## src/throttle_velocity_pi_control_macros.svh

```systemverilog
// Assertion macros for the throttle velocity controller
`ifndef THROTTLE_VELOCITY_PI_CONTROL_MACROS_SVH
`define THROTTLE_VELOCITY_PI_CONTROL_MACROS_SVH
// assert that an implication holds, outside reset
`define TVPC_ASSERT_IMP(label, clk, rst_n, ante, cons) \
    label: assert property (@(posedge clk) disable iff (!rst_n) (ante) |-> (cons)) \
        else $error("assertion failed");
// assert that a condition holds in the cycle after another
`define TVPC_ASSERT_NEXT(label, clk, rst_n, ante, cons) \
    label: assert property (@(posedge clk) disable iff (!rst_n) (ante) |=> (cons)) \
        else $error("assertion failed");
`endif

```

## src/tvpc_pkg.sv

```systemverilog
`timescale 1ns / 1ps
`default_nettype none
package tvpc_pkg;
    localparam int IntegWidth = 32;
    localparam int TimeWidth  = 32;

    localparam logic [2:0] RegMin      = 3'd0;
    localparam logic [2:0] RegNeutral  = 3'd1;
    localparam logic [2:0] RegMax      = 3'd2;
    localparam logic [2:0] RegKp       = 3'd3;
    localparam logic [2:0] RegKi       = 3'd4;
    localparam logic [2:0] RegRate     = 3'd5;
    localparam logic [2:0] RegAnalysis = 3'd6;
    localparam logic [2:0] RegProfile  = 3'd7;

    // feedforward slope and offset, index {profile, forward}
    function automatic logic [18:0] ff_slope(input logic [1:0] sel);
        logic [18:0] s;
        case (sel)
            2'b00:   s = 19'd364085;
            2'b01:   s = 19'd357728;
            2'b10:   s = 19'd168919;
            2'b11:   s = 19'd159816;
            default: s = 19'd0;
        endcase
        return s;
    endfunction

    function automatic logic [13:0] ff_offset(input logic [1:0] sel);
        logic [13:0] c;
        case (sel)
            2'b00:   c = 14'd6400;
            2'b01:   c = 14'd10821;
            2'b10:   c = 14'd6743;
            2'b11:   c = 14'd10698;
            default: c = 14'd0;
        endcase
        return c;
    endfunction

    // divider request and answer
    typedef struct packed {
        logic        start;
        logic [47:0] num;
        logic [12:0] den;
    } t_div_req;

    typedef struct packed {
        logic        done;
        logic [47:0] quo;
    } t_div_rsp;
endpackage
`default_nettype wire

```

## src/tvpc_div.sv

```systemverilog
`timescale 1ns / 1ps
`default_nettype none
// Unsigned restoring divider, one quotient bit per cycle
module tvpc_div (
    input  wire                     i_clk,
    input  wire                     i_rst_n,
    input  tvpc_pkg::t_div_req      i_req,
    output tvpc_pkg::t_div_rsp      o_rsp
);
    logic [47:0] r_quo, n_quo;
    logic [13:0] r_rem, n_rem;
    logic [12:0] r_den;
    logic [5:0]  r_cnt;
    logic        r_busy, r_done;
    logic [13:0] w_trial;

    always_comb begin
        w_trial = {r_rem[12:0], r_quo[47]};
        n_quo   = {r_quo[46:0], 1'b0};
        n_rem   = w_trial;
        if (w_trial >= {1'b0, r_den}) begin
            n_rem    = w_trial - {1'b0, r_den};
            n_quo[0] = 1'b1;
        end
    end

    // shift one bit per cycle
    always_ff @(posedge i_clk) begin
        if (!i_rst_n) begin
            r_busy <= 1'b0;
            r_done <= 1'b0;
            r_cnt  <= '0;
        end else begin
            r_done <= 1'b0;
            if (i_req.start) begin
                r_busy <= 1'b1;
                r_cnt  <= 6'd0;
            end else if (r_busy) begin
                r_cnt <= r_cnt + 6'd1;
                if (r_cnt == 6'd47) begin
                    r_busy <= 1'b0;
                    r_done <= 1'b1;
                end
            end
        end
    end

    always_ff @(posedge i_clk) begin
        if (i_req.start) begin
            r_quo <= i_req.num;
            r_rem <= '0;
            r_den <= i_req.den;
        end else if (r_busy) begin
            r_quo <= n_quo;
            r_rem <= n_rem;
        end
    end

    assign o_rsp.done = r_done;
    assign o_rsp.quo  = r_quo;
endmodule
`default_nettype wire

```

## src/throttle_velocity_pi_control.sv

```systemverilog
`timescale 1ns / 1ps
// Channel   Direction  Signals
// in        sink       i_valid / o_ready, mode, emergency, target, speed, waypoint, time
// out       source     o_valid / i_ready, accel, feedforward, used velocity, sent flag
// cfg       sink       i_cfg_valid / o_cfg_ready, i_cfg_index, i_cfg_data
//
// A navigation item starts with the ramp step in S_RAMP, a positioning item at S_FF; the
// serial divider (one quotient bit per cycle) runs once for the integrator step, and the
// ramp step uses a reciprocal multiply, S_RAMP forming the product and S_RDIV scaling it.
// A zero used velocity skips the divider; an emergency item goes straight to S_OUT.
// Reset is synchronous; after reset the block is ready at once. The result waits in the
// output register; the next item is accepted only at or after the edge that takes it.
`default_nettype none
`include "throttle_velocity_pi_control_macros.svh"
module throttle_velocity_pi_control (
    input  wire                 i_clk,
    input  wire                 i_rst_n,
    input  wire                 i_valid,
    output logic                o_ready,
    input  wire                 i_mode,
    input  wire                 i_emergency,
    input  wire signed [12:0]   i_target_velocity,
    input  wire  [11:0]         i_measured_speed,
    input  wire  [15:0]         i_waypoint_id,
    input  wire  [31:0]         i_time_ms,
    output logic                o_valid,
    input  wire                 i_ready,
    output logic [15:0]         o_accel_stroke,
    output logic [15:0]         o_feedforward_stroke,
    output logic signed [12:0]  o_used_velocity,
    output logic                o_command_sent,
    input  wire                 i_cfg_valid,
    output logic                o_cfg_ready,
    input  wire  [2:0]          i_cfg_index,
    input  wire  [15:0]         i_cfg_data
);
    localparam int IW = tvpc_pkg::IntegWidth;
    localparam int TW = tvpc_pkg::TimeWidth;
    localparam logic signed [IW-1:0] IMax = {1'b0, {(IW-1){1'b1}}};
    localparam logic signed [IW-1:0] IMin = {1'b1, {(IW-1){1'b0}}};

    typedef enum logic [7:0] {
        S_IDLE  = 8'b0000_0001,
        S_RAMP  = 8'b0000_0010,
        S_RDIV  = 8'b0000_0100,
        S_FF    = 8'b0000_1000,
        S_IMUL  = 8'b0001_0000,
        S_IDIV  = 8'b0010_0000,
        S_SUM   = 8'b0100_0000,
        S_OUT   = 8'b1000_0000
    } t_state;

    t_state r_state;

    // configuration registers
    logic [15:0] r_min, r_neutral, r_max, r_kp, r_ki, r_rate;
    logic        r_analysis, r_profile;

    // controller state
    logic signed [12:0]   r_ramped;
    logic [TW-1:0]        r_ramp_time;
    logic [15:0]          r_last_wp;
    logic                 r_wp_valid;
    logic signed [IW-1:0] r_integ;

    // captured item
    logic signed [12:0]   r_target;
    logic [11:0]          r_speed;
    logic [15:0]          r_wp;
    logic [TW-1:0]        r_time;

    // working values
    logic signed [12:0]   r_v;
    logic signed [14:0]   r_dv;
    logic signed [17:0]   r_ff;
    logic [38:0]          r_prod;
    logic                 r_neg;
    logic signed [31:0]   r_pterm;

    // output register
    logic                 r_oval;
    logic [15:0]          r_o_accel, r_o_ff;
    logic signed [12:0]   r_o_v;
    logic                 r_o_sent;
    logic                 r_emg;

    tvpc_pkg::t_div_req   w_req;
    tvpc_pkg::t_div_rsp   w_rsp;

    tvpc_div u_div (
        .i_clk   (i_clk),
        .i_rst_n (i_rst_n),
        .i_req   (w_req),
        .o_rsp   (w_rsp)
    );

    logic w_in_acc, w_cfg_acc;
    assign o_ready     = (r_state == S_IDLE) && (!r_oval || i_ready);
    assign w_in_acc    = i_valid && o_ready;
    assign o_cfg_ready = 1'b1;
    assign w_cfg_acc   = i_cfg_valid;

    // ramp step combinational pieces
    logic [TW-1:0] w_dt;
    logic [22:0]   w_dtc;
    logic          w_newwp;
    logic [TW-1:0] w_rtime;
    always_comb begin
        w_newwp = !r_wp_valid || (r_wp != r_last_wp);
        w_rtime = w_newwp ? r_time : r_ramp_time;
        w_dt    = r_time - w_rtime;
        w_dtc   = (64'(w_dt) > 64'd8192000) ? 23'd8192000 : 23'(w_dt);
    end

    // apply ramp step: divide by 1000 through a reciprocal multiply
    logic [46:0]        w_recip;
    logic [13:0]        w_step;
    logic signed [14:0] w_up, w_dn;
    logic signed [12:0] w_rampv;
    always_comb begin
        w_recip = 47'(r_prod[22:0]) * 47'(24'd8589935);
        w_step  = (r_prod >= 39'd8192000) ? 14'd8192 : w_recip[46:33];
        w_up    = 15'(r_ramped) + $signed({1'b0, w_step});
        w_dn    = 15'(r_ramped) - $signed({1'b0, w_step});
        if (r_target > r_ramped)
            w_rampv = (w_up >= 15'(r_target)) ? r_target : w_up[12:0];
        else
            w_rampv = (w_dn <= 15'(r_target)) ? r_target : w_dn[12:0];
    end

    // feedforward
    logic [1:0]         w_sel;
    logic signed [33:0] w_ffp;
    logic signed [17:0] w_ffl;
    logic signed [17:0] w_ffc;
    always_comb begin
        w_sel = {r_profile, !r_v[12]};
        w_ffp = $signed({1'b0, tvpc_pkg::ff_slope(w_sel)}) * 34'(r_v) + 34'sd32768;
        w_ffl = 18'(w_ffp >>> 16) + $signed({4'd0, tvpc_pkg::ff_offset(w_sel)});
        w_ffc = w_ffl;
        if (r_v == 13'sd0) begin
            w_ffc = $signed({2'b0, r_neutral});
        end else if (r_v < 0) begin
            if (w_ffc > $signed({2'b0, r_neutral})) w_ffc = $signed({2'b0, r_neutral});
            if (w_ffc < $signed({2'b0, r_min}))     w_ffc = $signed({2'b0, r_min});
        end else begin
            if (w_ffc < $signed({2'b0, r_neutral})) w_ffc = $signed({2'b0, r_neutral});
            if (w_ffc > $signed({2'b0, r_max}))     w_ffc = $signed({2'b0, r_max});
        end
    end

    // error and magnitudes
    logic signed [14:0] w_dv;
    logic [14:0]        w_adv;
    logic [12:0]        w_mag;
    logic signed [31:0] w_kpdv;
    always_comb begin
        w_dv   = (r_v >= 0) ? 15'(r_v) - $signed({3'b0, r_speed})
                            : 15'(r_v) + $signed({3'b0, r_speed});
        w_adv  = w_dv[14] ? 15'(-w_dv) : w_dv;
        w_mag  = r_v[12] ? 13'(-r_v) : r_v;
        w_kpdv = $signed({16'd0, r_kp}) * 32'(r_dv);
    end

    // integrator update with saturation
    logic signed [49:0]   w_ni;
    logic signed [49:0]   w_istep;
    logic signed [IW-1:0] w_isat;
    always_comb begin
        w_istep = r_neg ? -$signed({2'b0, w_rsp.quo})
                        :  $signed({2'b0, w_rsp.quo});
        w_ni    = 50'(r_integ) + w_istep;
        if (w_ni > 50'(IMax))      w_isat = IMax;
        else if (w_ni < 50'(IMin)) w_isat = IMin;
        else                       w_isat = w_ni[IW-1:0];
    end

    // final sum and clamp, forced to neutral in analysis mode at low speed
    logic signed [51:0] w_pos;
    logic signed [51:0] w_posc;
    always_comb begin
        w_pos  = 52'(r_ff) + 52'(r_pterm) + 52'(r_integ);
        w_posc = w_pos;
        if (r_v >= 0) begin
            if (w_posc < 52'($signed({1'b0, r_neutral}))) w_posc = 52'(r_neutral);
            if (w_posc > 52'($signed({1'b0, r_max})))     w_posc = 52'(r_max);
        end else begin
            if (w_posc > 52'($signed({1'b0, r_neutral}))) w_posc = 52'(r_neutral);
            if (w_posc < 52'($signed({1'b0, r_min})))     w_posc = 52'(r_min);
        end
        if (r_analysis && ({4'd0, r_speed} * 16'd10 < 16'd1024))
            w_posc = 52'(r_neutral);
    end

    // divider launch for the integrator step
    always_comb begin
        w_req.start = (r_state == S_IMUL);
        w_req.num   = 48'(r_ki) * 48'(w_adv);
        w_req.den   = w_mag;
    end

    // configuration writes
    always_ff @(posedge i_clk) begin
        if (!i_rst_n) begin
            r_min <= 16'd2560; r_neutral <= 16'd8960; r_max <= 16'd16384;
            r_kp <= 16'd256; r_ki <= 16'd0; r_rate <= 16'd512;
            r_analysis <= 1'b0; r_profile <= 1'b0;
        end else if (w_cfg_acc) begin
            case (i_cfg_index)
                tvpc_pkg::RegMin:      r_min      <= i_cfg_data;
                tvpc_pkg::RegNeutral:  r_neutral  <= i_cfg_data;
                tvpc_pkg::RegMax:      r_max      <= i_cfg_data;
                tvpc_pkg::RegKp:       r_kp       <= i_cfg_data;
                tvpc_pkg::RegKi:       r_ki       <= i_cfg_data;
                tvpc_pkg::RegRate:     r_rate     <= i_cfg_data;
                tvpc_pkg::RegAnalysis: r_analysis <= i_cfg_data[0];
                tvpc_pkg::RegProfile:  r_profile  <= i_cfg_data[0];
                default: ;
            endcase
        end
    end

    // emergency path marker
    always_ff @(posedge i_clk) begin
        if (!i_rst_n)
            r_emg <= 1'b0;
        else if (w_in_acc)
            r_emg <= i_emergency;
    end

    // sequencer
    always_ff @(posedge i_clk) begin
        if (!i_rst_n) begin
            r_state     <= S_IDLE;
            r_oval      <= 1'b0;
            r_ramped    <= '0;
            r_ramp_time <= '0;
            r_last_wp   <= '0;
            r_wp_valid  <= 1'b0;
            r_integ     <= '0;
        end else begin
            case (r_state)
                S_IDLE: begin
                    if (o_valid && i_ready) r_oval <= 1'b0;
                    if (w_in_acc) begin
                        r_target <= i_target_velocity;
                        r_speed  <= i_measured_speed;
                        r_wp     <= i_waypoint_id;
                        r_time   <= TW'(i_time_ms);
                        if (i_emergency) begin
                            r_o_accel <= r_neutral;
                            r_o_ff    <= '0;
                            r_o_v     <= '0;
                            r_o_sent  <= 1'b0;
                            r_state   <= S_OUT;
                        end else begin
                            r_state <= i_mode ? S_FF : S_RAMP;
                            r_v     <= i_target_velocity;
                        end
                    end
                end
                S_RAMP: begin
                    r_wp_valid <= 1'b1;
                    r_last_wp  <= r_wp;
                    r_prod     <= 39'(r_rate) * 39'(w_dtc);
                    if (r_target == r_ramped) begin
                        r_ramp_time <= w_rtime;
                        r_v         <= r_target;
                        r_state     <= S_FF;
                    end else begin
                        r_state <= S_RDIV;
                    end
                end
                S_RDIV: begin
                    r_ramped    <= w_rampv;
                    r_ramp_time <= r_time;
                    r_v         <= w_rampv;
                    r_state     <= S_FF;
                end
                S_FF: begin
                    r_ff    <= w_ffc;
                    r_dv    <= w_dv;
                    r_neg   <= w_dv[14];
                    r_state <= (r_v == 13'sd0) ? S_SUM : S_IMUL;
                end
                S_IMUL: begin
                    r_state <= S_IDIV;
                end
                S_IDIV: begin
                    if (w_rsp.done) begin
                        r_integ <= w_isat;
                        r_state <= S_SUM;
                    end
                end
                S_SUM: begin
                    // truncate toward zero
                    r_pterm <= (w_kpdv < 0) ? -((-w_kpdv) >>> 10) : (w_kpdv >>> 10);
                    r_state <= S_OUT;
                    r_o_ff  <= r_ff[15:0];
                    r_o_v   <= r_v;
                    r_o_sent <= !r_analysis;
                end
                S_OUT: begin
                    if (!r_oval || i_ready) begin
                        if (!r_emg)
                            r_o_accel <= w_posc[15:0];
                        r_oval  <= 1'b1;
                        r_state <= S_IDLE;
                    end
                end
                default: r_state <= S_IDLE;
            endcase
        end
    end

    assign o_valid              = r_oval;
    assign o_accel_stroke       = r_o_accel;
    assign o_feedforward_stroke = r_o_ff;
    assign o_used_velocity      = r_o_v;
    assign o_command_sent       = r_o_sent;

    `TVPC_ASSERT_IMP(a_busy_not_ready, i_clk, i_rst_n, r_state != S_IDLE, !o_ready)
    `TVPC_ASSERT_NEXT(a_accept_leaves_idle, i_clk, i_rst_n, w_in_acc, r_state != S_IDLE)
    `TVPC_ASSERT_IMP(a_div_idle_start, i_clk, i_rst_n, w_req.start, r_state == S_IMUL)
endmodule
`default_nettype wire
```

## config.mk

```make
export PLATFORM = sky130hd
export DESIGN_NAME = throttle_velocity_pi_control
export DESIGN_NICKNAME = d
export VERILOG_FILES = /design/src/tvpc_pkg.sv /design/src/tvpc_div.sv /design/src/throttle_velocity_pi_control.sv
export VERILOG_INCLUDE_DIRS = /design/src /design/src/src
export SDC_FILE = /design/constraint.sdc
export NUM_CORES = 2
export LEC_CHECK = 0
export BUFFER_PORTS_ARGS = -buffer_cell sky130_fd_sc_hd__buf_4
export CORE_MARGIN = 8
export CORE_UTILIZATION = 35
export DETAILED_ROUTE_END_ITERATION = 12
export GPL_ROUTABILITY_DRIVEN = 0
export MAX_ROUTING_LAYER = met4
export PLACE_DENSITY = 0.56
export SLEW_MARGIN = 20
export SYNTH_ARGS = -nofsm -noshare
export SYNTH_HDL_FRONTEND = slang
export SYNTH_SLANG_ARGS = --single-unit
```

## constraint.sdc

```tcl
create_clock -name i_clk -period 18.9 [get_ports i_clk]
set_input_delay 3.78 -clock i_clk [delete_from_list [all_inputs] [get_ports i_clk]]
set_output_delay 3.78 -clock i_clk [all_outputs]
set_load 0.01 [all_outputs]
```

==> impl_summary.txt <==
----------------------------------------------------
[Detailed routing]
  Number of DRC violations after detailed routing ... 0
  Final Routed Wirelength ... 236000 um
  Post-route ant nets ... 0
  Average wire per cell in the routed design ... 20.1 um
  Overall via count from detail_route ... 61800
  Via-per-instance ratio ... 5.26
  Detailed router's first-iteration violation count ... 4356
  Length of the first detailed-routing pass in iterations ... 6

[Global route]
  Met2 Use GR ... 33.1%
  First-pass GRT wire length ... 373000 um
  All-layer global routing usage ... 19.9%
  Number of antenna violations at the first check in global routing ... 21
  Most congested layer reported by global routing ... met2
  GR Overflow Total ... 0
  Maximum number of pins on one net before global-route repair ... 263
  M3 GR Usage ... 2.74%
  Number of global-route vias before repair ... 64800
  Fraction of met1 tracks used by global routing ... 24.7%

[Timing]
  TNS Setup ... 0 ps
  Number of hold violations in the final report ... 0
  Clock period minus final worst setup slack ... 16140 ps
  Final period utilization ... 85.4%
  Max Freq ... 62.0 MHz
  Final Max Tran Viols ... 0
  Clk_skew ... 44.2 ps
  Unrepaired setup endpoints after global routing ... no
  Max_slew headroom ... 17.5%
  Transition time at the pin with the least slew margin ... 1240 ps
  Final setup vio count ... 0

[Synthesis]
  Part of the Yosys area used for sequential elements ... 16.6%
  Simple-gate share of the synthesized area ... 15.4%
  Multiplexer share of the synthesized area ... 1.85%
  Synthesized instance count ... 8728
  Most common flop cell mapped by yosys ... sky130_fd_sc_hd__edfxtp_1
  Synth Area in Adders ... 42.1%
  Share of the synthesized area in compound gates (AO/OA/AOI/OAI) ... 11.7%
  Number of synthesized register bits ... 519
  Count of flip-flops with a built-in enable after synthesis ... 279
  Post-synthesis cell area ... 0.0792 mm2
  Distinct cell type count after synthesis ... 102
  Dominant combinational cell family by area after synthesis ... adder cells
  Async set-or-reset flop fraction in the synthesized netlist ... 0%
  Fraction of synthesized cell area in xor and xnor cells ... 4.10%
  Yosys warnings ... 0
  Average cell area after synthesis ... 9.07 um2

[Clock network]
  Number of setup buffers added after CTS ... 0
  Clk pin slew, worst setup/hold paths ... 60 ps
  TritonCTS clock tree ... done
  Count of clock tree sinks ... 519
  Source-to-sink clock delay at the later pin of the worst-skew pair ... 700 ps
  Post-CTS resize count ... 0
  Count of H-tree levels built during CTS ... 3
  Hold Buf Count CTS ... 0
  Root Buffer ... sky130_fd_sc_hd__clkbuf_16
  Deepest clock path buffer count ... 3
  TritonCTS buffer count ... 66

[Setup path]
  Required @ worst endpoint ... 19320 ps
  Number of buffer and inverter stages on the critical path ... 6
  Most frequent CP cell ... sky130_fd_sc_hd__a21oi_1
  Crit path arrival time ... 16560 ps
  Cell at the slowest stage of the critical path ... sky130_fd_sc_hd__nor4_1
  Worst Path Max Fanout ... 41
  Family with the most delay on the worst path ... adder cells
  Kind of start point of the critical path ... flop
  Delay of the slowest cell on the worst path ... 770 ps
  Setup Crit Path Kind ... reg2reg
  R2R Setup Slk ... 2760 ps
  Endpoint kind of the worst setup timing path ... flop

[Finish]
  Net count reported at finish ... 10800
  Layout area overhead ... 8.55%
  Finished Layout Cells ... 11800
  Final design area excluding fillers ... 0.0860 mm2
  Share of final-layout standard cells stronger than drive strength 1 ... 5.41%
  Fillers ... 22600

[Run status]
  Run status ... complete, no violations

[Die]
  Chip Width ... 492 um
  Initial Utilization ... 35.2%
  Placeable core region ... 0.225 mm2
  Number of cell rows ... 174
  Count of pins on the block boundary ... 148
  Die height ... 492 um
  DIE AREA ... 0.242 mm2

[Placed design]
  Area of placed instances ... 0.0836 mm2
  DP Cell Count ... 11600
  Port Buffer Count ... 146
  Sum of net half-perimeters after detailed placement ... 191000 um

[Worst hold path]
  Worst min-delay path class ... reg2reg

[Job]
  Max Cap Viol ... 0

----------------------------------------------------
-- layout make-up --
cell class / instances / area (um2) / share of cell area, %
inverters: 1368 / 5140 / 5.98
repair buffers: 230 / 1770 / 2.05
clock buffers: 85 / 1850 / 2.15
diodes: 11 / 27.5 / 0.0320
clock inverters: 37 / 448 / 0.521
multi-input cells: 6511 / 59800 / 69.6
well taps: 2992 / 3740 / 4.35
flip-flops and latches: 519 / 13200 / 15.3
-- cells by family after synthesis --
family	Yosys count
compound gates	1444
xor+xnor	371
fa+ha+maj	2051
buf+inv	1713
flops	519
mux	141
other cells	2
simple gates	2487
-- path summary, 6_finish.rpt --
path,start,end,cells past startpoint
max,r_v[12]$_DFFE_PP_,r_ff[0]$_DFFE_PP_,57
min,r_ramp_time[13]$_SDFFE_PN0P_,r_ramp_time[13]$_SDFFE_PN0P_,2
max reg2reg,r_v[12]$_DFFE_PP_,r_ff[0]$_DFFE_PP_,57
min reg2reg,r_ramp_time[13]$_SDFFE_PN0P_,r_ramp_time[13]$_SDFFE_PN0P_,2
-- cell usage in the layout (no fill, tap or decap), types with 29 or more instances in the layout --
cell type and count:
sky130_fd_sc_hd__a211oi_1 49, sky130_fd_sc_hd__a21o_1 173, sky130_fd_sc_hd__a21oi_1 464, sky130_fd_sc_hd__a31oi_1 29, sky130_fd_sc_hd__and2_1 229, sky130_fd_sc_hd__and3_1 116
sky130_fd_sc_hd__buf_4 227, sky130_fd_sc_hd__clkbuf_16 69, sky130_fd_sc_hd__dfxtp_1 233, sky130_fd_sc_hd__edfxtp_1 279, sky130_fd_sc_hd__fa_1 1023, sky130_fd_sc_hd__ha_1 1028
sky130_fd_sc_hd__inv_1 1365, sky130_fd_sc_hd__mux2_2 32, sky130_fd_sc_hd__mux2i_1 100, sky130_fd_sc_hd__nand2_1 960, sky130_fd_sc_hd__nand2b_1 85, sky130_fd_sc_hd__nand3_1 253
sky130_fd_sc_hd__nand4_1 77, sky130_fd_sc_hd__nor2_1 347, sky130_fd_sc_hd__nor2b_1 125, sky130_fd_sc_hd__nor3_1 67, sky130_fd_sc_hd__nor4_1 36, sky130_fd_sc_hd__o211ai_1 37
sky130_fd_sc_hd__o21a_1 60, sky130_fd_sc_hd__o21ai_0 279, sky130_fd_sc_hd__o21bai_1 48, sky130_fd_sc_hd__o221a_1 29, sky130_fd_sc_hd__o31ai_1 32, sky130_fd_sc_hd__or3_1 36
sky130_fd_sc_hd__xnor2_1 251, sky130_fd_sc_hd__xor2_1 113
-- registers in the layout (all words and copies together) (netlist names), 13 cells and up --
name and flops:
o_accel_stroke 16, r_integ 32, r_ki 16, r_ramped 13
r_target 13, u_div.r_den 13, u_div.r_quo 48, r_v 13
r_neutral 16, r_max 16, r_rate 16, r_pterm 32
r_time 32, r_kp 16, o_used_velocity 13, r_ramp_time 32
r_prod 39, o_feedforward_stroke 16, r_wp 16, r_dv 14
r_min 16, u_div.r_rem 13, r_ff 18, r_last_wp 16
-- Yosys cell counts (12+ instances only) --
cell type,count,area (um2)
sky130_fd_sc_hd__or2_2,22,138
sky130_fd_sc_hd__nand4_1,77,482
sky130_fd_sc_hd__and4_1,16,140
sky130_fd_sc_hd__a211o_1,22,193
sky130_fd_sc_hd__a21o_1,173,1300
sky130_fd_sc_hd__o21bai_1,48,360
sky130_fd_sc_hd__o21ai_0,279,1400
sky130_fd_sc_hd__xor2_1,115,1010
sky130_fd_sc_hd__inv_1,1366,5130
sky130_fd_sc_hd__nor2b_1,125,782
sky130_fd_sc_hd__nor4_1,40,250
sky130_fd_sc_hd__a211oi_1,51,383
sky130_fd_sc_hd__o31a_1,12,105
sky130_fd_sc_hd__or3_1,36,225
sky130_fd_sc_hd__a21boi_0,21,158
sky130_fd_sc_hd__fa_1,1023,20500
sky130_fd_sc_hd__or4_1,21,158
sky130_fd_sc_hd__nor3b_1,24,180
sky130_fd_sc_hd__o21a_1,60,450
sky130_fd_sc_hd__a31oi_1,30,188
sky130_fd_sc_hd__ha_1,1028,12900
sky130_fd_sc_hd__o22ai_1,15,93.8
sky130_fd_sc_hd__dfxtp_1,240,4800
sky130_fd_sc_hd__nand2b_1,85,532
sky130_fd_sc_hd__o221a_1,29,327
sky130_fd_sc_hd__o211ai_1,37,278
sky130_fd_sc_hd__mux2_2,32,360
sky130_fd_sc_hd__nor3_1,69,345
sky130_fd_sc_hd__buf_2,28,140
sky130_fd_sc_hd__edfxtp_1,279,8380
sky130_fd_sc_hd__a22oi_1,24,180
sky130_fd_sc_hd__and2_1,229,1430
sky130_fd_sc_hd__clkbuf_1,302,1130
sky130_fd_sc_hd__a221o_1,15,150
sky130_fd_sc_hd__nor2_1,353,1330
sky130_fd_sc_hd__and3_1,119,744
sky130_fd_sc_hd__nand3_1,253,1270
sky130_fd_sc_hd__a21oi_1,466,2330
sky130_fd_sc_hd__mux2i_1,100,1000
sky130_fd_sc_hd__o31ai_1,32,240
sky130_fd_sc_hd__nand2_1,960,3600
sky130_fd_sc_hd__o21ai_1,15,75.1
sky130_fd_sc_hd__nand3b_1,15,113
sky130_fd_sc_hd__xnor2_1,256,2240
-- worst reg2reg max path, delay by kind of cell (launching register included) --
| kind | cells | cell delay (ps) |
|---|---|---|
| xor+xnor | 2 | 400 |
| mux | 2 | 740 |
| flops | 1 | 390 |
| fa+ha+maj | 13 | 6110 |
| compound gates | 25 | 4430 |
| simple gates | 9 | 1970 |
| buf+inv | 6 | 1840 |
-- layer usage --
| layer | vias to the layer above | part of all wire (%) | wire length, um |
|---|---|---|---|
| li1 | 28900 | - | - |
| met1 | 30600 | 42 | 100000 |
| met2 | 1782 | 48 | 113000 |
| met3 | 475 | 5.7 | 13400 |
| met4 | 0 | 4.1 | 9740 |
| met5 | - | 0 | 0 |
-- stage by stage --
step                worst slack, ps  utilization (%)  hold WS [ps]
global route                   1690             38.2           472
detailed placement             3150             37.2           446
floorplan                      5810                -           421
finish                         2760             38.2           451
CTS                            3070             38.2           454
global placement               3130             37.2           441
Power is left out: the tool's default activity adds up to more than one toggle a clock period on the data nets, which glitch-free logic cannot reach.
